### src/rtl/salsa_pkg.sv
// ----------------------------------------------------------------------------
// salsa_pkg
// Shared types, constants and helper functions of the Salsa20 stream XOR unit.
// ----------------------------------------------------------------------------
package salsa_pkg;

    localparam int ADDR_W      = 6;
    localparam int DATA_W      = 64;
    localparam int REG_COUNT   = 5;
    localparam int POS_W       = 64;
    localparam int OFS_W       = 6;
    localparam int BLK_W       = POS_W - OFS_W;
    localparam int WORDS       = 16;
    localparam int QUEUE_DEPTH = 4;
    localparam int QPTR_W      = 2;
    localparam int QCNT_W      = QPTR_W + 1;

    typedef enum logic [2:0] {
        REG_KEY0  = 3'd0,
        REG_KEY1  = 3'd1,
        REG_KEY2  = 3'd2,
        REG_KEY3  = 3'd3,
        REG_NONCE = 3'd4
    } reg_idx_t;

    typedef logic [WORDS-1:0][31:0] word_array_t;
    typedef logic [3:0][63:0]       key_t;

    typedef struct packed {
        logic [7:0]       data;
        logic             last;
        logic [OFS_W-1:0] offset;
        logic [BLK_W-1:0] blk_idx;
        logic             new_blk;
    } queue_entry_t;

    typedef struct packed {
        logic             start;
        logic [BLK_W-1:0] blk_idx;
    } core_req_t;

    localparam logic [31:0] SIGMA [4] = '{
        32'h61707865, 32'h3320646e, 32'h79622d32, 32'h6b206574
    };

    // word indexes (a, b, c, d) of the four quarter rounds, column half then row half
    localparam logic [3:0] QR_IDX [2][4][4] = '{
        '{
            '{4'd0,  4'd4,  4'd8,  4'd12},
            '{4'd5,  4'd9,  4'd13, 4'd1 },
            '{4'd10, 4'd14, 4'd2,  4'd6 },
            '{4'd15, 4'd3,  4'd7,  4'd11}
        },
        '{
            '{4'd0,  4'd1,  4'd2,  4'd3 },
            '{4'd5,  4'd6,  4'd7,  4'd4 },
            '{4'd10, 4'd11, 4'd8,  4'd9 },
            '{4'd15, 4'd12, 4'd13, 4'd14}
        }
    };

    function automatic logic [31:0] rotl_step(logic [31:0] v, logic [1:0] step);
        logic [31:0] r;
        case (step)
            2'd0:    r = {v[24:0], v[31:25]};
            2'd1:    r = {v[22:0], v[31:23]};
            2'd2:    r = {v[18:0], v[31:19]};
            default: r = {v[13:0], v[31:14]};
        endcase
        return r;
    endfunction

    function automatic word_array_t make_init(key_t key, logic [63:0] nonce,
                                              logic [BLK_W-1:0] blk);
        word_array_t w;
        logic [63:0] idx;
        idx   = {{(64-BLK_W){1'b0}}, blk};
        w[0]  = SIGMA[0];
        w[1]  = key[0][31:0];
        w[2]  = key[0][63:32];
        w[3]  = key[1][31:0];
        w[4]  = key[1][63:32];
        w[5]  = SIGMA[1];
        w[6]  = nonce[31:0];
        w[7]  = nonce[63:32];
        w[8]  = idx[31:0];
        w[9]  = idx[63:32];
        w[10] = SIGMA[2];
        w[11] = key[2][31:0];
        w[12] = key[2][63:32];
        w[13] = key[3][31:0];
        w[14] = key[3][63:32];
        w[15] = SIGMA[3];
        return w;
    endfunction

endpackage

### src/rtl/salsa_front.sv
// ----------------------------------------------------------------------------
// salsa_front
// Input side: tracks the byte position and tags each byte with its block
// offset, block index and whether it opens a new keystream block.
// ----------------------------------------------------------------------------
module salsa_front
    import salsa_pkg::*;
(
    input  logic         clk,
    input  logic         rst_n,
    input  logic         data_valid,
    output logic         data_ready,
    input  logic [7:0]   data_byte,
    input  logic         last_byte,
    input  logic         q_full,
    output logic         q_push,
    output queue_entry_t q_entry
);

    logic [POS_W-1:0] pos_reg;
    logic [POS_W-1:0] pos_next;

    assign data_ready = !q_full;
    assign q_push     = data_valid && data_ready;

    always_comb
    begin
        q_entry.data    = data_byte;
        q_entry.last    = last_byte;
        q_entry.offset  = pos_reg[OFS_W-1:0];
        q_entry.blk_idx = pos_reg[POS_W-1:OFS_W];
        q_entry.new_blk = (pos_reg[OFS_W-1:0] == '0);
    end

    always_comb
    begin
        pos_next = pos_reg;
        if (q_push)
        begin
            pos_next = last_byte ? '0 : pos_reg + POS_W'(1);
        end
    end

    always_ff @(posedge clk or negedge rst_n)
    begin
        if (!rst_n)
        begin
            pos_reg <= '0;
        end
        else
        begin
            pos_reg <= pos_next;
        end
    end

endmodule

### config.mk
export PLATFORM = sky130hd
export DESIGN_NAME = salsa_front
export DESIGN_NICKNAME = d
export VERILOG_FILES = /design/src/rtl/salsa_pkg.sv /design/src/rtl/salsa_front.sv
export SDC_FILE = /design/constraint.sdc
export NUM_CORES = 1
export LEC_CHECK = 0
export ABC_AREA = 1
export BUFFER_PORTS_ARGS = -buffer_cell sky130_fd_sc_hd__buf_2
export CAP_MARGIN = 20
export CORE_ASPECT_RATIO = 1.2
export CORE_MARGIN = 4
export CORE_UTILIZATION = 50
export DETAILED_ROUTE_END_ITERATION = 8
export PLACE_DENSITY = 0.8
export SKIP_CTS_REPAIR_TIMING = 1
export SLEW_MARGIN = 10
export SYNTH_ARGS = -nofsm -noshare
export SYNTH_HDL_FRONTEND = slang
export SYNTH_SLANG_ARGS = --single-unit
export TNS_END_PERCENT = 50
### constraint.sdc
create_clock -name clk -period 1.6 [get_ports clk]
set_clock_uncertainty 0.05 [all_clocks]
set_input_delay 0.16 -clock clk [delete_from_list [all_inputs] [get_ports clk]]
set_output_delay 0.16 -clock clk [all_outputs]
set_load 0.02 [all_outputs]
=== Word-level counts from Yosys, hierarchy flattened ===
Cells that the tools add are included.

* Div/mod/pow operators: 0
* Bitwise operators: 0
* $mul: 0
* Add/sub/neg operators: 1
* Shift-type cells: 0
* Muxes and demuxes: 1
* Equal/unequal tests: 0
* Reductions and logical operators: 3
* Order comparisons: 0

{| class="wikitable"
|+ Operator list
! kind !! number
|-
| $add 64x1->64 const B || 1
|-
| $mux 64 || 1
|-
| $logic_not 6->1 || 1
|-
| $logic_and 1x1->1 || 1
|-
| $logic_not 1->1 || 1
|}

* Word-level logic and storage cells: 6
* Input port bits: 13
* Memory bits (writable): 0
* Register bits after elaboration: 64
* Latch bits: 0
* Memories kept: 0
* Memory bits (read-only): 0

=== Logic depth before layout (Yosys ltp) ===
* Depth after elaboration: 2
* Gate-level depth with buffers: 11
* Gate-level depth less buffers: 11

=== Least setup slack after synthesis ===
OpenSTA, ideal clock, no wires.

* Path kind: register -> register
* From: register pos_reg[1]
* To: register pos_reg[46]
* Data arrival time: 1.545 ns
* Clock period less this slack: 1.712 ns
* Path slack: -0.112 ns
* Stages on the path, launching flop included: 11
* Setup time: 0.117 ns
* Data required time: 1.433 ns
* Path through: dfrtp_1 > ha_1 > nand3_1 > nor2_4 > nand2_1 > nor2_2 > nand2_2 > nor2_1 > nand2_1 > nand2_1 > nor2_1

* Cells in the longest elaborated chain, start to end: 2

{| class="wikitable"
|+ Ends and longest elaborated chain
! what !! RTL line !! RTL
|-
| from (decl) || salsa_front.sv:20 || <nowiki>logic [POS_W-1:0] pos_reg;</nowiki>
|-
| from (signal assigned) || salsa_front.sv:52 || <nowiki>pos_reg <= pos_next;</nowiki>
|-
| $add 64x1->64 || salsa_front.sv:40 || <nowiki>pos_next = last_byte ? '0 : pos_reg + POS_W'(1);</nowiki>
|-
| $mux 64 || salsa_front.sv:40 ||
|}

Every way passes these cells.
A chain may end at the register's enable or synchronous reset.

==> metrics.yaml <==
status: "finished, violations left"
violations: "setup timing"
syn_to_final_growth_pct: 51.8
numCtsBuffers: 9
netlist.area_leader.share: 0.378
use_met2: 0.542
fin_crit_ps: 1770
gp_congestion: 0.981
dp_hpwl_um: 11300
yosys-top-cells-count: "177 x nand2_1, 142 x nor2_1, 69 x inv_1"
ctsRootBufferMaster: "clkbuf_8"
regArea_mm2: 0.00161
end_kind: "output pin"
htreeDepth: 3
synth_area_per_cell_um2: 6.54
clkTransAtPathRegs_ps: 70
tightest_slew_ps: 517
relSlewSlack: 0.655
yosysWarnings: 0
finalWirelength_um: 15900
ios: 89
multi_input_area_mm2: 0.00285
crit_arrival_ps: 1560
grt_usage: 0.298
final-hold-violation-count: 0
synthesis.nets: 663
gr-total-overflow: 0
power_frac_comb: 0.123
diodes: 0
cts_tree: "done"
core_region_area_mm2: 0.00820
cts_sinks: 64
setup_viol_count_final: 27
mappedNetlistArea_mm2: 0.00424
crit_path_max_fanout: 4
synth-seq-cells: 64
synthCells: 648
grt_use_met1: 0.341
power.total_mw: 3.38
n_fill_cell: 580
cts_buffer_depth: 2
wl_per_cell_um: 16.6
fin_crit_sh: 1.11
synth_cell_types: 29
die_area_mm2: 0.0100
dr_total_vias: 5181
rows: 36
ir_drop_mv: 0.654
total_leakage_power_nw: 3.20
chipHeight_um: 109
worstSetupPathType: "reg -> out"
vias_per_cell: 5.41
drtIter0Drc: 351
slew_violations: 0
switching_share: 0.269
crit_path_start_kind: "flip-flop"
critPathRequiredTime_ps: 1390
io_buffers: 72
rsz0062_at_grt: "yes"
rr_worst_depth: 10
synth_edf_count: 0
seq_area_frac_synth: 0.378
dr.pass1.iters: 5
largest_reg_flops: 64
max_freq_mhz: 564
hold_ws_ps: 96.7
die_w_um: 92.0
p_int_mw: 2.47
met3_usage: 0.0518
yosysMostFrequentCell: "nand2_1"
route.detailed.drc: 0
power.switching_mw: 0.908
p_per_area_mw_per_mm2: 525
finish.net_count: 854
hold_class: "in -> reg"
insertion_delay_ps: 360
maxCapViolCount: 0
p_clk_frac: 0.382
antenna_found_initial: 0
grt_pass1_vias: 4884
synth.largest_area_cell: "dfrtp_1"
yosys-top-cells-area: "dfrtp_1 38%, nand2_1 16%, nor2_1 13%, inv_1 6.1%, nand3_1 4.3%"
drive_above_1_share: 0.444
grt_pass1_wl_um: 23300
postRouteAntennaNets: 0
synth-async-reset-ratio: 1.00
power_frac_seq: 0.495
start_util: 0.517
hold_depth: 4
grt_max_degree: 27
fin_ws_ps: -173
grt-busiest-layer: "met2"
synth_top_flop_cell: "dfrtp_1"
==> per-layer routing <==
layer,vias to the layer above,share of wire
li1,2417,-
met1,2471,0.37
met2,234,0.53
met3,59,0.058
met4,0,0.044
met5,-,0
==> cell families after synthesis <==
logic type	synth area share
AOI/OAI and AO/OA	0.0776
DFF	0.378
adders and majority gates	0.00590
buffers and inverters	0.0895
and+or+nand+nor	0.449
==> power by group through the flow <==
stage                     registers, mW  logic (mW)  clock network (mW)
after detailed placement           1.70       0.317                   0
after CTS                          1.67       0.318                1.30
after floorplan                    1.73       0.143                   0
after global placement             1.70       0.307                   0
final                              1.67       0.415                1.29
after global routing               1.68       0.445                1.38
==> area by class of cell <==
class,instances,share of cell area
Clock buffer,16,0.0264
Inverter,75,0.0449
Multi-Input combinational cell,494,0.442
Sequential cell,64,0.251
Tap cell,114,0.0222
Timing Repair Buffer,195,0.213
==> stage by stage <==
step                      setup slack [ps]  area, um^2  cells  utilization  TNS, ps
after floorplan                      -7.49        4270    648            -    -7.49
after global placement               -96.5        5480    921        0.668     -755
after detailed placement              -164        5480    921        0.668    -2100
after CTS                             -248        5650    937        0.689    -3230
after global routing                  -229        6430    958        0.785    -5460
final                                 -173        6430    958        0.785    -1920
==> path summary, 6_finish.rpt <==
path                            slack, ps                     from                      end
worst max-delay path                 -170   pos_reg[1]$_DFFE_PN0P_               q_entry[0]
worst min-delay path                  100                last_byte   pos_reg[1]$_DFFE_PN0P_
worst max register to register       -150   pos_reg[1]$_DFFE_PN0P_  pos_reg[51]$_DFFE_PN0P_
worst min register to register        530  pos_reg[53]$_DFFE_PN0P_  pos_reg[53]$_DFFE_PN0P_
max in group asynchronous             700                    rst_n   pos_reg[0]$_DFFE_PN0P_
min in group asynchronous             260                    rst_n  pos_reg[30]$_DFFE_PN0P_
==> critical path, cell delays in order (launching register included) <==
cell and delay, ps:
dfrtp_2 450, buf_6 140, inv_4 50, ha_4 140, nand3_4 80, nor3_4 190, buf_6 140
==> cell usage in the layout, fill, tap and decap left out, drive strengths merged <==
cell / instances
a21oi: 31
o21ai: 26
nand2: 189
and2: 5
inv: 75
nor3: 9
dfrtp: 64
o21a: 2
ha: 2
nand3: 37
nor4: 1
nand4: 11
nor2: 172
a22oi: 1
clkbuf: 16
dlygate4sd3: 1
buf: 194
a31oi: 1
and3: 1
o21bai: 2
nor3b: 4
Power figures use the tool's default switching activity.
