$ cat src/rtl/salsa_pkg.sv
// ----------------------------------------------------------------------------
// salsa_pkg
// Shared types, constants and helper functions of the Salsa20 stream XOR unit.
// ----------------------------------------------------------------------------
package salsa_pkg;

    localparam int ADDR_W      = 6;
    localparam int DATA_W      = 64;
    localparam int REG_COUNT   = 5;
    localparam int POS_W       = 64;
    localparam int OFS_W       = 6;
    localparam int BLK_W       = POS_W - OFS_W;
    localparam int WORDS       = 16;
    localparam int QUEUE_DEPTH = 4;
    localparam int QPTR_W      = 2;
    localparam int QCNT_W      = QPTR_W + 1;

    typedef enum logic [2:0] {
        REG_KEY0  = 3'd0,
        REG_KEY1  = 3'd1,
        REG_KEY2  = 3'd2,
        REG_KEY3  = 3'd3,
        REG_NONCE = 3'd4
    } reg_idx_t;

    typedef logic [WORDS-1:0][31:0] word_array_t;
    typedef logic [3:0][63:0]       key_t;

    typedef struct packed {
        logic [7:0]       data;
        logic             last;
        logic [OFS_W-1:0] offset;
        logic [BLK_W-1:0] blk_idx;
        logic             new_blk;
    } queue_entry_t;

    typedef struct packed {
        logic             start;
        logic [BLK_W-1:0] blk_idx;
    } core_req_t;

    localparam logic [31:0] SIGMA [4] = '{
        32'h61707865, 32'h3320646e, 32'h79622d32, 32'h6b206574
    };

    // word indexes (a, b, c, d) of the four quarter rounds, column half then row half
    localparam logic [3:0] QR_IDX [2][4][4] = '{
        '{
            '{4'd0,  4'd4,  4'd8,  4'd12},
            '{4'd5,  4'd9,  4'd13, 4'd1 },
            '{4'd10, 4'd14, 4'd2,  4'd6 },
            '{4'd15, 4'd3,  4'd7,  4'd11}
        },
        '{
            '{4'd0,  4'd1,  4'd2,  4'd3 },
            '{4'd5,  4'd6,  4'd7,  4'd4 },
            '{4'd10, 4'd11, 4'd8,  4'd9 },
            '{4'd15, 4'd12, 4'd13, 4'd14}
        }
    };

    function automatic logic [31:0] rotl_step(logic [31:0] v, logic [1:0] step);
        logic [31:0] r;
        case (step)
            2'd0:    r = {v[24:0], v[31:25]};
            2'd1:    r = {v[22:0], v[31:23]};
            2'd2:    r = {v[18:0], v[31:19]};
            default: r = {v[13:0], v[31:14]};
        endcase
        return r;
    endfunction

    function automatic word_array_t make_init(key_t key, logic [63:0] nonce,
                                              logic [BLK_W-1:0] blk);
        word_array_t w;
        logic [63:0] idx;
        idx   = {{(64-BLK_W){1'b0}}, blk};
        w[0]  = SIGMA[0];
        w[1]  = key[0][31:0];
        w[2]  = key[0][63:32];
        w[3]  = key[1][31:0];
        w[4]  = key[1][63:32];
        w[5]  = SIGMA[1];
        w[6]  = nonce[31:0];
        w[7]  = nonce[63:32];
        w[8]  = idx[31:0];
        w[9]  = idx[63:32];
        w[10] = SIGMA[2];
        w[11] = key[2][31:0];
        w[12] = key[2][63:32];
        w[13] = key[3][31:0];
        w[14] = key[3][63:32];
        w[15] = SIGMA[3];
        return w;
    endfunction

endpackage

$ cat src/rtl/salsa_back.sv
// ----------------------------------------------------------------------------
// salsa_back
// Output side: pulls tagged bytes from the queue, has the core build a new
// keystream block at each block start, XORs the keystream byte and holds
// the result in an output register.
// ----------------------------------------------------------------------------
module salsa_back
    import salsa_pkg::*;
(
    input  logic         clk,
    input  logic         rst_n,
    input  queue_entry_t head,
    input  logic         q_empty,
    output logic         q_pop,
    output core_req_t    req,
    input  logic         core_done,
    input  word_array_t  ks_words,
    output logic         result_valid,
    input  logic         result_ready,
    output logic [7:0]   result_byte,
    output logic         result_last
);

    typedef enum logic [1:0] {
        B_RUN = 2'b01,
        B_GEN = 2'b10
    } back_state_t;

    back_state_t state_reg;
    back_state_t state_next;
    logic        blk_ready_reg;
    logic        blk_ready_next;
    logic        out_valid_reg;
    logic        out_valid_next;
    logic [7:0]  out_byte_reg;
    logic        out_last_reg;
    logic [31:0] ks_word;
    logic [7:0]  ks_byte;
    logic        out_free;

    assign out_free = !out_valid_reg || result_ready;
    assign ks_word  = ks_words[head.offset[OFS_W-1:2]];
    assign ks_byte  = ks_word[{head.offset[1:0], 3'b000} +: 8];

    assign q_pop = (state_reg == B_RUN) && !q_empty && out_free
                   && (!head.new_blk || blk_ready_reg);

    assign req.start   = (state_reg == B_RUN) && !q_empty && head.new_blk
                         && !blk_ready_reg;
    assign req.blk_idx = head.blk_idx;

    assign result_valid = out_valid_reg;
    assign result_byte  = out_byte_reg;
    assign result_last  = out_last_reg;

    always_comb
    begin
        state_next     = state_reg;
        blk_ready_next = blk_ready_reg;
        unique case (state_reg)
            B_RUN:
            begin
                if (req.start)
                begin
                    state_next = B_GEN;
                end
                else if (q_pop && head.new_blk)
                begin
                    blk_ready_next = 1'b0;
                end
            end
            B_GEN:
            begin
                if (core_done)
                begin
                    state_next     = B_RUN;
                    blk_ready_next = 1'b1;
                end
            end
            default:
            begin
                state_next = B_RUN;
            end
        endcase
    end

    always_comb
    begin
        out_valid_next = out_valid_reg;
        if (q_pop)
        begin
            out_valid_next = 1'b1;
        end
        else if (result_ready)
        begin
            out_valid_next = 1'b0;
        end
    end

    always_ff @(posedge clk or negedge rst_n)
    begin
        if (!rst_n)
        begin
            state_reg     <= B_RUN;
            blk_ready_reg <= 1'b0;
            out_valid_reg <= 1'b0;
        end
        else
        begin
            state_reg     <= state_next;
            blk_ready_reg <= blk_ready_next;
            out_valid_reg <= out_valid_next;
        end
    end

    always_ff @(posedge clk)
    begin
        if (q_pop)
        begin
            out_byte_reg <= head.data ^ ks_byte;
            out_last_reg <= head.last;
        end
    end

endmodule

$ cat config.mk
export PLATFORM = sky130hd
export DESIGN_NAME = salsa_back
export DESIGN_NICKNAME = d
export VERILOG_FILES = /design/src/rtl/salsa_pkg.sv /design/src/rtl/salsa_back.sv
export SDC_FILE = /design/constraint.sdc
export NUM_CORES = 1
export LEC_CHECK = 0
export BUFFER_PORTS_ARGS = -buffer_cell sky130_fd_sc_hd__buf_2
export CELL_PAD_IN_SITES_DETAIL_PLACEMENT = 0
export CELL_PAD_IN_SITES_GLOBAL_PLACEMENT = 2
export CORE_AREA = 3 3 255 257
export CTS_BUF_LIST = sky130_fd_sc_hd__clkbuf_2
export CTS_CLUSTER_DIAMETER = 100
export DETAILED_ROUTE_END_ITERATION = 6
export DIE_AREA = 0 0 258 260
export PLACE_DENSITY = 0.56
export SYNTH_ARGS = -nofsm -noshare
export SYNTH_HDL_FRONTEND = slang
export SYNTH_SLANG_ARGS = --single-unit
$ cat constraint.sdc
create_clock -name clk -period 1.9 [get_ports clk]
set_clock_uncertainty 0.05 [all_clocks]
set_input_delay 0.38 -clock clk [delete_from_list [all_inputs] [get_ports clk]]
set_output_delay 0.38 -clock clk [all_outputs]
set_load 0.1 [all_outputs]
### Word level (Yosys, flattened, before mapping)

Index checks and enable logic that the tools add are counted.

* equal/unequal tests: 6
* order comparisons: 1
* reduce and logical (&&, ||, !) cells: 16
* shifts and indexed selects: 1
* bitwise logic cells: 1
* muxes and demuxes: 11

Operators with widths (number)
* binary-select mux 32 bit (select 4 bit): 1
* 2-to-1 mux 32 bit: 1
* indexed part select 32 x 6 -> 8 bit: 1
* bitwise XOR 8 bit: 1
* logical AND 1 bit: 6
* inequality test 2 bit, second input constant: 3
* less-than comparator 4 x 5 -> 1 bit, second input constant: 1
* 2-to-1 mux 1 bit: 5
* logical NOT 1 bit: 4
* 2-to-1 mux 2 bit: 2
* case mux 2 bit (2 select lines): 1
* AND reduction 4 bit: 1
* nonzero test 2 bit: 2
* == test 2 x 1 -> 1 bit, second input constant: 1
* == test 2 bit, second input constant: 1
* logical OR 1 bit: 2
* inequality test 2 x 1 -> 1 bit, second input constant: 1
* case mux 1 bit (2 select lines): 1
* AND reduction 2 bit: 1

* logic and storage cells: 41
* register bits after elaboration: 13
* bits of input ports: 591

### Depth between registers and ports, before layout

Gate-level depths: netlist of run 1.

* depth in word-level cells: 8
* depth in mapped cells: 9

### Worst setup path after synthesis of run 1

No wires, ideal clock.

* kind: register to register
* from: reg out_valid_reg (netlist: result_valid)
* to: reg out_byte_reg[0] (netlist: result_byte[0]) (enable)
* slack: -1.269 ns
* arrival: 2.685 ns
* path buffers: 0
* required time: 1.416 ns
* stages on the path, launching flop included: 4
* path through: dfrtp_1 -> nand2b_1 -> nand2_1 -> nor2_1

* word-level cells in the longest chain between the ends: 4

Ends and longest elaborated chain
* start: declaration: RTL line salsa_back.sv:33 `logic out_valid_reg;`
* start signal: assignment: RTL line salsa_back.sv:112 `out_valid_reg <= out_valid_next;`
* logical NOT 1 bit: RTL line salsa_back.sv:41 `assign out_free = !out_valid_reg || result_ready;`
* logical OR 1 bit: RTL line salsa_back.sv:41
* logical AND 1 bit: RTL line salsa_back.sv:45 `assign q_pop = (state_reg == B_RUN) && !q_empty && out_free`
* logical AND 1 bit: RTL line salsa_back.sv:46 `&& (!head.new_blk || blk_ready_reg);`
* net q_pop: RTL line salsa_back.sv:14 `output logic q_pop,`
* end signal: assignment: RTL line salsa_back.sv:120 `out_byte_reg <= head.data ^ ks_byte;`
* end: declaration: RTL line salsa_back.sv:35 `logic [7:0] out_byte_reg;`

The timed path passes the listed nets, and every way through them passes these cells.
A chain may end at the register's enable or synchronous reset.

### Worst setup path in the final report of run 1

* from: reg state_reg[0]
* to: out q_pop

* word-level cells in the longest chain between the ends: 4

Ends and longest elaborated chain
* start: declaration: RTL line salsa_back.sv:29 `back_state_t state_reg;`
* start signal: assignment: RTL line salsa_back.sv:110 `state_reg <= state_next;`
* == test 2 x 1 -> 1 bit: RTL line salsa_back.sv:45
* logical AND 1 bit (2 in a row): RTL line salsa_back.sv:45
* logical AND 1 bit: RTL line salsa_back.sv:46
* end: declaration: RTL line salsa_back.sv:14

Every way passes these cells.

==> metrics.txt, run 1 <==
slew margin rel. 64.94%; Compound-Gate Fraction of Synth Area 11.90%; post-layout min period 1.999 ns; routed len/inst 21.78 µm; root buf cell clkbuf_2; row cnt 92; CP peak stage delay 0.56 ns; Crit Reg-Reg Endpoint result_byte[4]; failing checks setup timing; Worst-Skew Late Latency 0.35 ns; synth warn 0; chip width 258 µm; FMAX 0.5003 GHz; # setup viols final 6; largest net degree at the start of global routing 20; Adder-Cell Fraction of Synth Area 0%; peak supply drop 0.0001557 V; post-synthesis simple-gate area fraction 6.775%; worst-path cell with the longest stage delay dfstp_2; DR pass1 iterations 6; total clock sinks 13; largest family of logic cells by synthesized area multiplexers; Pwr per Cell Area 326.7 nW/µm²; Avg Cell Area, Syn 12.01 µm²; hpwl dp 34.61 mm; fraction of synthesized cell area in xor and xnor cells 1.173%; Via-to-Cell Ratio 3.536; I/O Buffers 544; first-pass GRT wire length 54.30 mm; ANT nets after route 0; H-tree lvl count 1; vias in the first global route 7298; synth top area cells mux4_2, buf_4, mux2i_1; Util after Layout 16.19%; Worst Setup Path Type flop to output pin; slew of the pin with the lowest slew margin 0.5296 ns; hold_sp head[66]; Max Cap Viol 0; TritonCTS buffer count 3; Die Area 67080 µm²; All-Layer GR Usage 11.41%; top_reg_cell synth edfxtp_1; Largest register FFs 8; RSZ-0062 raised after global routing true; Synth Register Bits 13; Ports 661; most frequent cells in the layout buf_2, mux4_2, buf_4; Post-synth EDFFs 9; period utilization 105.2%; die height 260 µm; CTS tree yes; Area growth syn-to-layout 95.09%; grt total ovfl 0; Arrival @ worst endpoint 1.57 ns; Gate Count Post-Synth 435; startpoint class of the critical path flop; pre-CTS WS -1.061 ns; Fin. Hold Viols 0; CP cell instances nor3b_4, nand2_2, nor2_4, buf_12; Max Slew Vio Count 0; top cell type's share of synthesized area 43.09%; via count 6577; post-synthesis sequential area ratio 7.110%; CP required 1.47 ns; Clock transition at path regs 0.28 ns; CP endpoint kind output pin; layout net count 1602; crit-path max FO 3; outcome finished, violations left; Starting Density 8.300%; mux contribution to synthesized area 58.18%; initial antenna violation count 9; FFs w/ async S/R, synth 30.77%; DRC 0; Leak Pwr 4.537 nW; layout cells sized above 1 84.46%; reg-to-reg critical path startpoint state_reg[0]; FF-to-FF setup slack 0.21 ns; Yosys cell types 50; Syn Nets 1026; HP Class primary input to flop; Iter 0 DRT Violations 259; cell count of the worst hold path 2; Placer Congestion 0.8601; Synth area leader mux4_2; commonest non-fill, non-tap cell in the layout buf_2; Routed WL 40.51 mm; hold endpoint result_byte[0]; Max Root-Sink Buffers 2; core area 62970 µm²; synthesized area 5226 µm²; R2R cell count 5; Final Worst Setup Slack -0.09879 ns
-- per-layer routing --
metal	track usage [%]	vias to the layer above	share of wire, %	wire (µm)
li1	-	2970	-	-
met1	13.61	3168	40	16180
met2	20.35	392	50	20330
met3	3.204	39	7.8	3152
met4	2.412	8	1.9	784
met5	0	-	0.15	60
-- logic make-up (layout without fill, tap and decap cells) --
group / count (synthesis) / count (layout)
DFF: 13 / 13
xor gates and xnor gates: 7 / 7
muxes: 159 / 159
buffers and inverters: 106 / 681
and+or+nand+nor: 64 / 64
other: 0 / 4
AOI/OAI and AO/OA: 86 / 86
-- what timing repair did --
action                                  in CTS  in global routing
setup buffers                               23                  9
endpoints found under the hold margin        5                  0
gates resized for setup                     96                 23
endpoints found under the setup margin      10                 10
pin swaps                                   26                 25
hold buffers                                 2                  0
cloned                                       7                  1
-- power breakdown --
group | total (W) | leakage [nW] | switching (W) | internal [W]
combinational | 0.00269 | 4.39 | 0.00131 | 0.00138
clock | 0.000225 | 0.0166 | 0.000170 | 0.0000553
sequential | 0.000414 | 0.132 | 0.0000305 | 0.000383
-- worst max-delay path, delay by kind of cell, from the launching register on --
family	cells	cell delay, ns
flip-flops	1	0.56
buffers and inverters	1	0.19
AND/OR/NAND/NOR	3	0.46
-- final cells by class --
type / count / area [µm²]
Antenna cell: 4 / 10.01
Sequential cell: 13 / 375.4
Clock buffer: 4 / 20.02
Multi-Input combinational cell: 316 / 4413
Timing Repair Buffer: 673 / 4304
Tap cell: 846 / 1059
Fill cell: 7183 / 52770
Inverter: 4 / 15.01
-- metrics by stage --
| step | TNS, ns | cell area, µm² | cells | hold WS (ns) | total power, W |
|---|---|---|---|---|---|
| 2_1_floorplan | -1.224 | 5374 | 435 | 0.03441 | 0.002276 |
| 3_3_place_gp | -6.994 | 9209 | 1820 | 0.1467 | 0.002862 |
| 3_5_place_dp | -6.924 | 9209 | 1820 | 0.1506 | 0.002869 |
| 4_1_cts | -0.4918 | 10060 | 1852 | 0.07140 | 0.003409 |
| 5_1_grt | -0.6436 | 10190 | 1858 | 0.07757 | 0.003577 |
| 6_report | -0.3176 | 10200 | 1860 | 0.1737 | 0.003331 |
-- worst max path at each step --
| stage | slack (ns) | startpoint | end | cells past startpoint |
|---|---|---|---|---|
| 4_1_cts | -0.17 | state_reg[0] | q_pop | 4 |
| 5_1_grt | -0.19 | state_reg[0] | q_pop | 4 |
| 3_5_place_dp | -1.06 | head[61] | result_byte[7] | 9 |
| 6_report | -0.1 | state_reg[0] | q_pop | 4 |
| 3_3_place_gp | -1.10 | head[62] | result_byte[1] | 9 |
| 2_1_floorplan | -0.23 | head[61] | result_byte[0] | 8 |
-- cells in the mapped netlist (all sizes together), types with 2 or more instances --
| library cell | n |
|---|---|
| inv | 4 |
| buf | 96 |
| nor3 | 3 |
| edfxtp | 9 |
| a22oi | 33 |
| a31oi | 2 |
| nand2 | 14 |
| nand3 | 8 |
| nor2b | 8 |
| o22ai | 21 |
| mux2i | 45 |
| nor2 | 7 |
| xor2 | 2 |
| nor3b | 2 |
| mux2 | 2 |
| o41ai | 5 |
| xnor2 | 5 |
| nand2b | 5 |
| and2 | 4 |
| a21oi | 3 |
| a22o | 2 |
| mux4 | 112 |
| o21ai | 10 |
| dfrtp | 3 |
| and3 | 2 |
| o211ai | 2 |
| nand4 | 5 |
| clkbuf | 6 |
(Power assumes the default switching activity.)
==> run 2, diff against run 1 <==
==> config.mk (replaced) <==
export PLATFORM = sky130hd
export DESIGN_NAME = salsa_back
export DESIGN_NICKNAME = d
export VERILOG_FILES = /design/src/rtl/salsa_pkg.sv /design/src/rtl/salsa_back.sv
export SDC_FILE = /design/constraint.sdc
export NUM_CORES = 1
export LEC_CHECK = 0
export BUFFER_PORTS_ARGS = -buffer_cell sky130_fd_sc_hd__buf_2
export CORE_AREA = 3 3 257 259
export CTS_BUF_LIST = sky130_fd_sc_hd__clkbuf_2
export CTS_CLUSTER_DIAMETER = 100
export DETAILED_ROUTE_END_ITERATION = 6
export DIE_AREA = 0 0 260 262
export PLACE_DENSITY = 0.37
export RECOVER_POWER = 100
export SYNTH_ARGS = -nofsm -noshare
export SYNTH_HDL_FRONTEND = slang
export SYNTH_SLANG_ARGS = --single-unit
==> metrics.txt, run 2 (synthesis gave the netlist of run 1 again) <==
slew margin rel. 60.06% (-4.9 points); crit path buf inv count 3 (+2); layout cells sized above 1 84.38% (about the same); most frequent cells in the layout buf_2, mux4_2, buf_4; startpoint class of the critical path primary input; failing checks setup timing; chip width 260 µm (+0.78%); Max Cap Viol 0 (unchanged); Pwr per Cell Area 326.0 nW/µm² (-0.21%); layout net count 1610 (+0.50%); CP endpoint kind flop; Crit path top cell by count buf_16; Via-to-Cell Ratio 3.544 (+0.24%); R2R cell count 5 (unchanged); peak supply drop 0.0001478 V (-5.1%); row cnt 93 (+1.1%); period utilization 107.4% (+2.2 points); routed len/inst 22.63 µm (+3.9%); Fin. Hold Viols 0 (unchanged); core area 64120 µm² (+1.8%); Worst path depth 8 (+4); total clock sinks 13 (unchanged); FF-to-FF setup slack 0.13 ns (-0.08 ns); root buf cell clkbuf_2; TritonCTS buffer count 3 (unchanged); largest net degree at the start of global routing 35 (+75%); Placer Congestion 0.8174 (-5.0%); H-tree lvl count 1 (unchanged); Routed WL 42.51 mm (+4.9%); Worst Setup Path Type primary input to flop; post-layout min period 2.041 ns (+0.04172 ns); FMAX 0.4901 GHz (-2.0%); CP peak stage delay 0.59 ns (+0.03 ns); ANT nets after route 0 (unchanged); CP required 2.07 ns (+0.60 ns); via count 6660 (+1.3%); CP cell instances buf_16, buf_12, buf_16, or3b_2, o22ai_1, o41ai_4, o21ai_2, xnor2_1; commonest non-fill, non-tap cell in the layout buf_2; Final Worst Setup Slack -0.1405 ns (-0.04172 ns); Largest register FFs 8 (unchanged); Arrival @ worst endpoint 2.21 ns (+0.64 ns); crit-path max FO 10 (+7); Area growth syn-to-layout 97.34%; reg-to-reg critical path startpoint state_reg[0]; Finished Cell Area 10310 µm² (+1.2%); worst-path cell with the longest stage delay or3b_2; CTS tree yes; Iter 0 DRT Violations 194 (-25%); # setup viols final 10 (+4); die height 262 µm (+0.77%); Ports 661 (unchanged); Total Power 0.003362 W (+0.95%); Leak Pwr 4.575 nW (+0.85%); HP Class primary input to flop; Max Slew Vio Count 0 (unchanged); CP startpoint head[61]; Worst-Skew Late Latency 0.34 ns (about the same); DR pass1 iterations 4 (-2); RSZ-0062 raised after global routing true; Placed Area 9340 µm² (+1.4%); Setup crit end result_byte[6]; cell family with most CP delay compound AO/OA/AOI/OAI gates; All-Layer GR Usage 11.61% (+0.20 points); DRC 0 (unchanged); pre-CTS WS -1.521 ns (-0.4601 ns); Die Area 68120 µm² (+1.6%); slew of the pin with the lowest slew margin 0.6033 ns (+0.07371 ns); WHS 0.1656 ns (-0.008172 ns); hpwl dp 37.65 mm (+8.8%); Max Root-Sink Buffers 2 (unchanged); first-pass GRT wire length 54.81 mm (+0.94%); Crit Reg-Reg Endpoint result_byte[1]; outcome finished, violations left; setup_tns -0.4575 ns (-0.1399 ns); initial antenna violation count 16 (+7); Clock transition at path regs 0.27 ns (about the same); I/O Buffers 544 (unchanged); grt total ovfl 0 (unchanged); Starting Density 8.151% (-0.15 points); vias in the first global route 7257 (-0.56%)
-- run 2: cell count changes in the layout (fill, tap and decap cells not counted), moves of 4 or more --
cell	before	now
mux4_1	2	7
clkbuf_4	0	4
buf_12	17	13
o22ai_4	3	9
mux4_2	110	105
buf_2	537	527
buf_4	83	94
buf_6	16	23
-- run 2: worst min path at each step --
| stage | start | endpoint | slack, ns | cells past startpoint |
|---|---|---|---|---|
| after floorplan | rst_n | blk_ready_reg | 0.03 | 0 |
| after global placement | rst_n | state_reg[1] | 0.14 | 1 |
| after detailed placement | rst_n | state_reg[1] | 0.14 | 1 |
| after CTS | head[66] | result_byte[0] | 0.08 | 2 |
| after global routing | head[65] | result_last | 0.09 | 1 |
| final | head[65] | result_last | 0.17 | 1 |
-- run 2: final cells by class --
cell class                      instances  area (µm²)
Antenna cell                            6       15.01
Clock buffer                            4       20.02
Fill cell                            7287       53800
Inverter                                4       15.01
Multi-Input combinational cell        316        4529
Sequential cell                        13       375.4
Tap cell                              855        1070
Timing Repair Buffer                  681        4289
-- run 2: through the flow --
step                      instances  utilization, %
after detailed placement       1845           14.57
after global routing           1876           16.07
after global placement         1845           14.57
after CTS                      1866           15.60
final                          1879           16.09
after floorplan                 435               -
-- run 2: worst reg2reg max path, cell delays in order (launching register included) --
cell and delay (ns):
dfstp_2 0.56, nor3b_4 0.23, nand2_2 0.10, nor2_4 0.12, buf_4 0.12, clkbuf_4 0.28
-- run 2: power by group --
part	switching [W]	total [W]	internal, W
Combinational	0.00131	0.00270	0.00139
Clock	0.000163	0.000218	0.0000554
Sequential	0.0000608	0.000446	0.000385
Total	0.00153	0.00336	0.00183
-- run 2: repair_timing --
action | CTS | global route
setup buffers | 20 | 9
pin swaps | 18 | 22
hold buffers | 1 | 0
resized for setup | 88 | 40
setup endpoints to repair | 16 | 10
endpoints found under the hold margin | 4 | 0
cloned | 2 | 3
-- run 2: per-layer routing --
| metal | GRT usage (%) | vias to the layer above | wire length, µm | share of wire, % |
|---|---|---|---|---|
| met2 | 21.30 | 363 | 21870 | 51 |
| met5 | 0 | - | 60 | 0.14 |
| li1 | - | 2987 | - | - |
| met4 | 3.005 | 10 | 1036 | 2.4 |
| met3 | 2.968 | 57 | 3482 | 8.2 |
| met1 | 13.35 | 3243 | 16060 | 38 |
