**config.mk**
```make
export PLATFORM = sky130hd
export DESIGN_NAME = salsa_queue
export DESIGN_NICKNAME = d
export VERILOG_FILES = /design/src/rtl/salsa_pkg.sv /design/src/rtl/salsa_queue.sv
export SDC_FILE = /design/constraint.sdc
export NUM_CORES = 1
export LEC_CHECK = 0
export BUFFER_PORTS_ARGS = -buffer_cell sky130_fd_sc_hd__buf_2
export CORE_MARGIN = 5
export CORE_UTILIZATION = 42
export CTS_BUF_LIST = sky130_fd_sc_hd__clkbuf_8
export CTS_CLUSTER_DIAMETER = 40
export DETAILED_ROUTE_END_ITERATION = 7
export REMOVE_ABC_BUFFERS = 1
export SLEW_MARGIN = 20
export SYNTH_ARGS = -nofsm -noshare
export SYNTH_HDL_FRONTEND = slang
export SYNTH_SLANG_ARGS = --single-unit
export TNS_END_PERCENT = 50
```
**constraint.sdc**
```tcl
create_clock -name clk -period 7.9 [get_ports clk]
set_input_delay 0.395 -clock clk [delete_from_list [all_inputs] [get_ports clk]]
set_output_delay 0.395 -clock clk [all_outputs]
set_load 0.005 [all_outputs]
```
**src/rtl/salsa_pkg.sv**
```systemverilog
// ----------------------------------------------------------------------------
// salsa_pkg
// Shared types, constants and helper functions of the Salsa20 stream XOR unit.
// ----------------------------------------------------------------------------
package salsa_pkg;

    localparam int ADDR_W      = 6;
    localparam int DATA_W      = 64;
    localparam int REG_COUNT   = 5;
    localparam int POS_W       = 64;
    localparam int OFS_W       = 6;
    localparam int BLK_W       = POS_W - OFS_W;
    localparam int WORDS       = 16;
    localparam int QUEUE_DEPTH = 4;
    localparam int QPTR_W      = 2;
    localparam int QCNT_W      = QPTR_W + 1;

    typedef enum logic [2:0] {
        REG_KEY0  = 3'd0,
        REG_KEY1  = 3'd1,
        REG_KEY2  = 3'd2,
        REG_KEY3  = 3'd3,
        REG_NONCE = 3'd4
    } reg_idx_t;

    typedef logic [WORDS-1:0][31:0] word_array_t;
    typedef logic [3:0][63:0]       key_t;

    typedef struct packed {
        logic [7:0]       data;
        logic             last;
        logic [OFS_W-1:0] offset;
        logic [BLK_W-1:0] blk_idx;
        logic             new_blk;
    } queue_entry_t;

    typedef struct packed {
        logic             start;
        logic [BLK_W-1:0] blk_idx;
    } core_req_t;

    localparam logic [31:0] SIGMA [4] = '{
        32'h61707865, 32'h3320646e, 32'h79622d32, 32'h6b206574
    };

    // word indexes (a, b, c, d) of the four quarter rounds, column half then row half
    localparam logic [3:0] QR_IDX [2][4][4] = '{
        '{
            '{4'd0,  4'd4,  4'd8,  4'd12},
            '{4'd5,  4'd9,  4'd13, 4'd1 },
            '{4'd10, 4'd14, 4'd2,  4'd6 },
            '{4'd15, 4'd3,  4'd7,  4'd11}
        },
        '{
            '{4'd0,  4'd1,  4'd2,  4'd3 },
            '{4'd5,  4'd6,  4'd7,  4'd4 },
            '{4'd10, 4'd11, 4'd8,  4'd9 },
            '{4'd15, 4'd12, 4'd13, 4'd14}
        }
    };

    function automatic logic [31:0] rotl_step(logic [31:0] v, logic [1:0] step);
        logic [31:0] r;
        case (step)
            2'd0:    r = {v[24:0], v[31:25]};
            2'd1:    r = {v[22:0], v[31:23]};
            2'd2:    r = {v[18:0], v[31:19]};
            default: r = {v[13:0], v[31:14]};
        endcase
        return r;
    endfunction

    function automatic word_array_t make_init(key_t key, logic [63:0] nonce,
                                              logic [BLK_W-1:0] blk);
        word_array_t w;
        logic [63:0] idx;
        idx   = {{(64-BLK_W){1'b0}}, blk};
        w[0]  = SIGMA[0];
        w[1]  = key[0][31:0];
        w[2]  = key[0][63:32];
        w[3]  = key[1][31:0];
        w[4]  = key[1][63:32];
        w[5]  = SIGMA[1];
        w[6]  = nonce[31:0];
        w[7]  = nonce[63:32];
        w[8]  = idx[31:0];
        w[9]  = idx[63:32];
        w[10] = SIGMA[2];
        w[11] = key[2][31:0];
        w[12] = key[2][63:32];
        w[13] = key[3][31:0];
        w[14] = key[3][63:32];
        w[15] = SIGMA[3];
        return w;
    endfunction

endpackage

```
**src/rtl/salsa_queue.sv**
```systemverilog
// ----------------------------------------------------------------------------
// salsa_queue
// Short FIFO of tagged bytes between the front and back parts.
// ----------------------------------------------------------------------------
module salsa_queue
    import salsa_pkg::*;
(
    input  logic         clk,
    input  logic         rst_n,
    input  logic         push,
    input  queue_entry_t push_entry,
    input  logic         pop,
    output queue_entry_t head,
    output logic         full,
    output logic         empty
);

    queue_entry_t      entry_reg [QUEUE_DEPTH];
    logic [QPTR_W-1:0] wr_ptr_reg;
    logic [QPTR_W-1:0] wr_ptr_next;
    logic [QPTR_W-1:0] rd_ptr_reg;
    logic [QPTR_W-1:0] rd_ptr_next;
    logic [QCNT_W-1:0] count_reg;
    logic [QCNT_W-1:0] count_next;
    logic              do_push;
    logic              do_pop;

    assign full    = (count_reg == QCNT_W'(QUEUE_DEPTH));
    assign empty   = (count_reg == '0);
    assign do_push = push && !full;
    assign do_pop  = pop && !empty;
    assign head    = entry_reg[rd_ptr_reg];

    always_comb
    begin
        wr_ptr_next = do_push ? wr_ptr_reg + QPTR_W'(1) : wr_ptr_reg;
        rd_ptr_next = do_pop ? rd_ptr_reg + QPTR_W'(1) : rd_ptr_reg;
        count_next  = count_reg;
        if (do_push && !do_pop)
        begin
            count_next = count_reg + QCNT_W'(1);
        end
        else if (do_pop && !do_push)
        begin
            count_next = count_reg - QCNT_W'(1);
        end
    end

    always_ff @(posedge clk or negedge rst_n)
    begin
        if (!rst_n)
        begin
            wr_ptr_reg <= '0;
            rd_ptr_reg <= '0;
            count_reg  <= '0;
        end
        else
        begin
            wr_ptr_reg <= wr_ptr_next;
            rd_ptr_reg <= rd_ptr_next;
            count_reg  <= count_next;
        end
    end

    always_ff @(posedge clk)
    begin
        if (do_push)
        begin
            entry_reg[wr_ptr_reg] <= push_entry;
        end
    end

endmodule

```
# After elaboration in Yosys (flattened, before gate mapping)
# Memories as Yosys holds them, arrays and structs flattened.
# Cells that the tools add are included.
# word_totals
ff_bits	7
ramBits	296
input_bits	78
out_inout_bits	76
wordCells	23
mem_count	1
# memory_table
memory	words	word_bits	read_ports	rd_ports_with_merged_regs	write_ports	line	rtl
entry_reg	4	74	1	0	1	salsa_queue.sv:18	queue_entry_t entry_reg [QUEUE_DEPTH];
# op_classes
addsub	4
eq_ne	1
mux	4
reduce_logical	10
# op_table
op	count
$mux 3	2
$add 2x1->2 const B	2
$logic_and 1x1->1	4
$logic_not 1->1	4
$add 3x1->3 const B	1
$eq 3x3->1 const B	1
$logic_not 3->1	1
$sub 3x1->3 const B	1
$mux 1	2
$reduce_bool 2->1	1

# Logic depth before layout (Yosys ltp)
# Gate-level depths: netlist (run 1).
# logic_depth
depth_word	7
ltp_mapped	9
ltp_nobuf	8

# Worst setup path after synthesis (run 1)
# OpenSTA, ideal clock, no wires.
# synth_timing
path_type	register to register
start	reg count_reg[2]
end	mem entry_reg[0][0] in the netlist's numbering (enable)
setup_ps	440
arrival_time_ps	2543
t_required_ps	7460
path_slack_ps	4917
path_stages_with_launch	5
path_buffers	1
synth_period_minus_slack_ps	2983
path_cell_list	dfrtp_1 nor3b_2 nor2b_1 buf_2 and2_1
# synth_between
elab_chain_len	5
# synth_lines
item	line	rtl
start: declaration	salsa_queue.sv:23	logic [QCNT_W-1:0] count_reg;
start signal: assignment	salsa_queue.sv:61	count_reg <= count_next;
$eq 3x3->1	salsa_queue.sv:28	assign full = (count_reg == QCNT_W'(QUEUE_DEPTH));
via full	salsa_queue.sv:14	output logic full,
$logic_not 1->1	salsa_queue.sv:30	assign do_push = push && !full;
$logic_and 1x1->1	salsa_queue.sv:30	
via do_push	salsa_queue.sv:25	logic do_push;
$mux 1	salsa_queue.sv:67	if (do_push)
$mux 1 (not written as such)	salsa_queue.sv:69	entry_reg[wr_ptr_reg] <= push_entry;
end: declaration	salsa_queue.sv:18	
# The timed path passes the listed nets, and every way through them passes these cells.

==> impl_metrics.toml, run 1 <==
[outcome]
status = "complete, no violations"

[final_layout]
drive_above_1_share = 0.463
final_common_cell = "edfxtp_1"
regArea_sq_um = 9070
largest_register_ffs = 296
multi_input_area_sq_um = 1900
fin_cells = 989
diodes = 0
post-route-util = 0.504
post-route-cell-area_sq_um = 13100
fill_cells = 2125
area_delta_synth_final_pct = 17.9
final_cell_mix = "edfxtp_1 (296), buf_2 (153), mux4_2 (74)"
final_nets = 701

[power_and_ir_drop]
total_power_w = 0.00476
powerDensity_nw_per_um2 = 362
vdd_ir_drop_max_uv = 163
p_leak_nw = 4.54

[timing]
skew_ps = 7.01
finalCritPeriodShare = 0.434
rsz0062_at_grt = "no"
drv_slew = 0
finalHoldViolCount = 0
layout_min_cycle_time_ps = 3430
tns_ps = 0
worstMarginPinSlew_ps = 913
setup_viol = 0
max_freq_mhz = 291
relSlewSlack = 0.391

[die]
die-width_um = 173
ios = 154
die_h_um = 173
std_cell_rows = 59
dieArea_sq_um = 29900
start_util = 0.428
core_area_sq_um = 26100

[clocking]
clock-sinks = 303
post_cts_resized = 0
clkLatencyLatePin_ps = 550
clk_pin_slew_worst_paths_ps = 60
cts_made_buffers = 50
clk_path_buf_depth = 3
cts_tree = "built"
cts_max_level = 2
cts_root_buffer = "clkbuf_8"

[global_route]
grt_max_degree = 60
antenna_found_initial = 3
grt_overflow_total = 0
grt_usage = 0.141
grt_pass1_wl_mm = 32.9
grt_pass1_vias = 5713

[synth]
synth.distinct_cells = 21
yosysTopAreaCell = "edfxtp_1"
ys_ff_latch = 303
seq_area_frac_synth = 0.813
yosys_warnings = 0
synth_area_per_cell_sq_um = 26.3
synth_cells = 423
yosys.area.top_type_share = 0.798
syn-cell-area_sq_um = 11100
ys_top_cells_by_area = "edfxtp_1 (80%), mux4_2 (15%), dfrtp_1 (1.6%)"

[critical_path]
reg2regPathDepth = 4
worst-path-buf-inv = 2
required_ps = 7510
arrival_ps = 3040
cp_cell_sequence = "buf_4 > mux4_2 > buf_2"
cp-end-kind = "output pin"
r2r-end = "entry_reg[1][56]$_DFFE_PP_"
r2r-start = "count_reg[2]$_DFFE_PN0P_"
startpoint_type = "register"
crit_family = "buffers and inverters"
crit_type = "reg2out"
cp_max_fo = 43
slowest_delay_ps = 870
regToRegSetupSlack_ps = 5200
cp_slowest_cell = "dfrtp_4"

[placed_design]
dpl_cell_area_sq_um = 12200
portBuffers = 153
dp_hpwl_mm = 12.3
placed_cells = 899
globalplace.congestion = 0.663

[job]
drv_cap = 0

[route]
drt_iter0_markers = 246
wire_per_inst_um = 21.5
vias = 5005
viasPerCell = 5.06
wl_mm = 21.2
drc = 0
drt_first_pass_iters = 4
antenna_left = 0

[min_path]
hold_class = "in2reg"
hold_depth = 1
hp-start = "push_entry[54]"
whs_endpoint = "entry_reg[0][54]$_DFFE_PP_"
## how the worst max path moves through the flow
stage / end / startpoint / cells after the start
global route: head[61] / rd_ptr_reg[0]$_DFFE_PN0P_ / 3
finish: head[67] / rd_ptr_reg[0]$_DFFE_PN0P_ / 3
CTS: head[25] / rd_ptr_reg[0]$_DFFE_PN0P_ / 3
global placement: head[25] / rd_ptr_reg[0]$_DFFE_PN0P_ / 3
floorplan: head[0] / rd_ptr_reg[0]$_DFFE_PN0P_ / 1
detailed placement: head[25] / rd_ptr_reg[0]$_DFFE_PN0P_ / 3
## per-layer routing
metal / wire (um) / vias to the layer above / global-route usage
met4: 346 / 6 / 0.0377
met1: 8840 / 2605 / 0.181
met5: 33 / - / 0
li1: - / 2204 / -
met3: 1290 / 39 / 0.0432
met2: 10700 / 151 / 0.235
## through the flow
stage / hold slack, ps / worst slack, ps
floorplan: 99.4 / 3870
global placement: 235 / 4890
detailed placement: 247 / 4900
CTS: 13.8 / 4280
global route: 13.3 / 4110
finish: 60.9 / 4470
## logic make-up after synthesis
kind of cell	after synthesis	share of synthesized area
xor+xnor	6	0.00472
buf+inv	22	0.0172
simple gates	10	0.00561
fa+ha+maj	6	0.00741
mux	76	0.152
flops	303	0.813
## layout make-up
type	count	area share
clock buffer	50	0.0524
clock inverter	39	0.0169
inverter	4	0.00114
multi-input combinational	98	0.144
sequential	303	0.691
tap	335	0.0319
timing repair buffer	160	0.0625
## what timing repair did
item,4_1_cts,5_1_grt
setup endpoints to repair,0,0
setup buffers,0,0
hold buffers,1,0
endpoints found under the hold margin,7,0
## cell usage after synthesis (all sizes together)
cell	number
nand2	1
fa	1
dfrtp	7
nor3b	1
xor2	2
buf	16
inv	4
and2	4
mux4	74
or3	1
nand3	1
edfxtp	296
ha	5
clkbuf	2
xnor2	4
nor2	1
nor2b	1
mux2	2
## power breakdown
group / leakage, nW / switching, W / internal, W
clock: 0.516 / 0.000580 / 0.000656
sequential: 2.79 / 0.000141 / 0.00213
combinational: 1.24 / 0.000619 / 0.000629
total: 4.54 / 0.00134 / 0.00342
No activity file was read; power rests on OpenSTA's default activity.
==> run 2: changes to the inputs <==
==> constraint.sdc (replaced) <==
create_clock -name clk -period 2.9 [get_ports clk]
set_input_delay 0.145 -clock clk [delete_from_list [all_inputs] [get_ports clk]]
set_output_delay 0.145 -clock clk [all_outputs]
set_load 0.005 [all_outputs]
==> impl_metrics.toml, run 2 (synthesis gave the netlist of run 1 again) <==
[critical_path]
crit_family = "flip-flops"
cp_slowest_cell = "dfrtp_4"
cp-end-kind = "output pin"
crit_type = "reg2out"
worst-path-buf-inv = 2
required_ps = 2760
startpoint_type = "register"
arrival_ps = 2390
cp_cell_sequence = "buf_4 > mux4_2 > buf_2"
cp_max_fo = 26
slowest_delay_ps = 780

[power_and_ir_drop]
intPower_w = 0.00952
power_frac_clock = 0.256
powerDensity_nw_per_um2 = 942
power.share.sequential = 0.461
vdd_ir_drop_max_uv = 613
p_switching_w = 0.00373
switching_share = 0.282
p_leak_nw = 4.93
combPwrFrac = 0.283

[final_layout]
post-route-util = 0.540
drive_above_1_share = 0.424
multi_input_area_sq_um = 1900
fill_cells = 1993
area_delta_synth_final_pct = 26.2
fin_cells = 1077
final_cell_mix = "edfxtp_1 (296), buf_2 (153), dlygate4sd3_1 (77)"
final_nets = 787
regArea_sq_um = 9070
final_common_cell = "edfxtp_1"
largest_register_ffs = 296

[route]
wire_per_inst_um = 19.8
drt_first_pass_iters = 4
viasPerCell = 4.92
drc = 0
vias = 5295
antenna_left = 0
wl_mm = 21.3
drt_iter0_markers = 280

[clocking]
cts_max_level = 2
cts_made_buffers = 51
post_cts_resized = 0
hold_buffers = 77
clk_pin_slew_worst_paths_ps = 60
clock-sinks = 303
clk_path_buf_depth = 3
cts_tree = "built"
cts_setup_buffers = 0
cts_root_buffer = "clkbuf_8"
clkLatencyLatePin_ps = 540

[timing]
rsz0062_at_grt = "no"
hold-worst-slack_ps = 118
setup_viol = 0
tns_ps = 0
relSlewSlack = 0.586
worstMarginPinSlew_ps = 619
skew_ps = 20.2
max_freq_mhz = 395
finalHoldViolCount = 0
layout_min_cycle_time_ps = 2530
drv_slew = 0
finalCritPeriodShare = 0.874

[global_route]
grt_usage = 0.144
antenna_found_initial = 1
grt_pass1_wl_mm = 34.2
grt_pass1_vias = 6121
grt_max_degree = 43
grt_overflow_total = 0

[die]
dieArea_sq_um = 29900
start_util = 0.428
die-width_um = 173
std_cell_rows = 59
ios = 154
core_area_sq_um = 26100
die_h_um = 173

[outcome]
status = "complete, no violations"

[min_path]
hold_class = "in2reg"

[placed_design]
globalplace.congestion = 0.733
dp_hpwl_mm = 13.0
placed_cells = 908
portBuffers = 153

[job]
drv_cap = 0
==> run 2: cell count changes in the layout (fill, tap and decap cells not counted), sizes merged, moves of 2 or more <==
cell         before  now
clkbuf           50   53
inv              21   16
clkinvlp          3    1
dlygate4sd3       1   77
clkinv           17   24
buf             159  168
==> run 2: power groups by stage <==
stage | logic (W) | clock network (W) | registers (W)
floorplan | 0.00198 | 0 | 0.00643
global placement | 0.00376 | 0 | 0.00616
detailed placement | 0.00381 | 0 | 0.00621
CTS | 0.00390 | 0.00352 | 0.00613
global route | 0.00413 | 0.00375 | 0.00620
finish | 0.00376 | 0.00339 | 0.00610
==> run 2: worst paths after layout <==
check                                           from                        end  slack, ps  cells after the start
max                        rd_ptr_reg[0]$_DFFE_PN0P_                   head[61]        370                      3
min reg2reg                 count_reg[2]$_DFFE_PN0P_   count_reg[2]$_DFFE_PN0P_        510                      1
max reg2reg                 count_reg[2]$_DFFE_PN0P_   count_reg[2]$_DFFE_PN0P_        490                      8
min                                             push  wr_ptr_reg[0]$_DFFE_PN0P_        120                      3
max in group asynchronous                      rst_n  rd_ptr_reg[1]$_DFFE_PN0P_       2080                      3
min in group asynchronous                      rst_n   count_reg[0]$_DFFE_PN0P_        550                      3
==> run 2: metal layers <==
metal | vias up | routed length [um] | track usage
met2 | 164 | 10500 | 0.235
met5 | - | 0 | 0
met3 | 39 | 1440 | 0.0467
met4 | 0 | 367 | 0.0380
met1 | 2708 | 9040 | 0.189
li1 | 2384 | - | -
==> run 2: layout make-up <==
class	count	area share
Clock buffer	53	0.0519
Inverter	4	0.00107
Multi-Input combinational cell	98	0.135
Antenna cell	1	0.000178
Clock inverter	38	0.0138
Timing Repair Buffer	245	0.123
Tap cell	335	0.0298
Sequential cell	303	0.645
==> run 2: stage by stage <==
step	cell area [sq um]	total power (W)	setup WS [ps]
CTS	14100	0.0135	265
global route	14100	0.0141	191
detailed placement	12400	0.0100	516
finish	14100	0.0132	366
global placement	12400	0.00992	727
floorplan	11000	0.00841	-875
==> run 2: worst reg2reg max path, stage by stage, from the launching register on <==
cell and delay [ps]:
dfrtp_1 400, nor3b_2 180, nor2b_1 500, ha_1 330, inv_1 70, fa_1 380, xor2_1 170, nor2_1 120
xor2_1 180
==> run 3: changes to the inputs <==
==> constraint.sdc (replaced) <==
create_clock -name clk -period 2.4 [get_ports clk]
set_input_delay 0.12 -clock clk [delete_from_list [all_inputs] [get_ports clk]]
set_output_delay 0.12 -clock clk [all_outputs]
set_load 0.005 [all_outputs]
==> impl_metrics.toml, run 3 (synthesis gave the netlist of run 1 again) <==
[min_path]
hp-start = "push"
hold_class = "in2reg"
whs_endpoint = "wr_ptr_reg[0]$_DFFE_PN0P_"
hold_depth = 4

[global_route]
grt_overflow_total = 0
grt_usage = 0.140
antenna_found_initial = 0
grt_max_degree = 76
grt_pass1_vias = 5913
grt_pass1_wl_mm = 33.3

[timing]
worstMarginPinSlew_ps = 477
hold-worst-slack_ps = 145
relSlewSlack = 0.682
finalHoldViolCount = 0
timing.final.ws_setup_ps = 199
max_freq_mhz = 454
finalCritPeriodShare = 0.917
rsz0062_at_grt = "no"
setup_viol = 0
drv_slew = 0
layout_min_cycle_time_ps = 2200
skew_ps = 31.9

[clocking]
clk_pin_slew_worst_paths_ps = 60
clock-sinks = 303
cts_made_buffers = 49
cts_tree = "built"
cts_root_buffer = "clkbuf_8"
cts_setup_buffers = 0
clk_path_buf_depth = 3
clkLatencyLatePin_ps = 550
cts_max_level = 2

[route]
wl_mm = 21.0
antenna_left = 0
viasPerCell = 4.98
vias = 5314
drc = 0
drt_iter0_markers = 267
drt_first_pass_iters = 4
wire_per_inst_um = 19.6

[critical_path]
crit_type = "reg2out"
cp_slowest_cell = "mux4_2"
arrival_ps = 2080
reg2regPathDepth = 8
cp_cell_sequence = "buf_12 > mux4_2 > buf_2"
cp_max_fo = 43
startpoint_type = "register"
r2r-end = "count_reg[2]$_DFFE_PN0P_"
regToRegSetupSlack_ps = 240
r2r-start = "count_reg[0]$_DFFE_PN0P_"
slowest_delay_ps = 580
cp-end-kind = "output pin"
required_ps = 2280

[power_and_ir_drop]
vdd_ir_drop_max_uv = 666
p_leak_nw = 4.91
powerDensity_nw_per_um2 = 1130

[placed_design]
placed_cells = 906
globalplace.congestion = 0.686
portBuffers = 153
dp_slack_ps = 259
dp_hpwl_mm = 12.2
dpl_cell_area_sq_um = 12400

[die]
core_area_sq_um = 26100
start_util = 0.428
ios = 154
die-width_um = 173
die_h_um = 173
std_cell_rows = 59
dieArea_sq_um = 29900

[final_layout]
final_nets = 783
post-route-cell-area_sq_um = 14000
final_common_cell = "edfxtp_1"
area_delta_synth_final_pct = 26.0
largest_register_ffs = 296
drive_above_1_share = 0.424
fin_cells = 1068
diodes = 0
final_cell_mix = "edfxtp_1 (296), buf_2 (153), dlygate4sd3_1 (77)"

[job]
drv_cap = 0

[outcome]
status = "complete, no violations"
## run 3: changes by cell type in the layout (fill, tap and decap cells not counted), moves of 2 or more
cell / delta
clkinv_1: -6
buf_4: -5
buf_12: +3
clkbuf_8: -2
clkinv_2: +2
clkinv_4: -2
clkinvlp_4: +2
## run 3: per-layer routing
layer	vias to the layer above	track usage	part of all wire
li1	2371	-	-
met5	-	0	0
met2	162	0.235	0.50
met3	43	0.0410	0.061
met1	2738	0.181	0.42
met4	0	0.0380	0.020
## run 3: worst max path at each step
| stage | startpoint | to | slack [ps] | cells after the start |
|---|---|---|---|---|
| 2_1_floorplan | rd_ptr_reg[0]$_DFFE_PN0P_ | head[0] | -1350 | 1 |
| 3_3_place_gp | count_reg[0]$_DFFE_PN0P_ | count_reg[2]$_DFFE_PN0P_ | 330 | 8 |
| 3_5_place_dp | count_reg[0]$_DFFE_PN0P_ | count_reg[2]$_DFFE_PN0P_ | 260 | 8 |
| 4_1_cts | rd_ptr_reg[0]$_DFFE_PN0P_ | head[33] | 100 | 3 |
| 5_1_grt | rd_ptr_reg[0]$_DFFE_PN0P_ | head[69] | 60 | 3 |
| 6_report | rd_ptr_reg[0]$_DFFE_PN0P_ | head[33] | 200 | 3 |
## run 3: worst max-delay path: cells and delay by family, from the launching register on
kind                   cells  cell delay, ps
buffers and inverters      2             500
DFF                        1             440
muxes                      1             580
## run 3: cell type report
type	instances	area, sq um
multi-input combinational	98	1900
inverter	4	15.0
tap	335	419
clock inverter	34	174
sequential	303	9070
fill	2022	12000
timing repair buffer	243	1760
clock buffer	51	702
## run 3: what timing repair did
item | in CTS | in global routing
endpoints found under the hold margin | 305 | 0
resized for setup | 0 | 0
hold buffers | 77 | 0
## run 3: report_power, final
| group | switching [W] | total, W | internal, W |
|---|---|---|---|
| sequential | 0.000247 | 0.00725 | 0.00700 |
| combinational | 0.00230 | 0.00465 | 0.00235 |
| clock | 0.00189 | 0.00396 | 0.00207 |
## run 3: stage by stage
stage	TNS (ps)	util	power [W]
2_1_floorplan	-303490	-	0.0100
3_3_place_gp	0	0.475	0.0120
3_5_place_dp	0	0.475	0.0121
4_1_cts	0	0.539	0.0162
5_1_grt	0	0.539	0.0168
6_report	0	0.539	0.0159
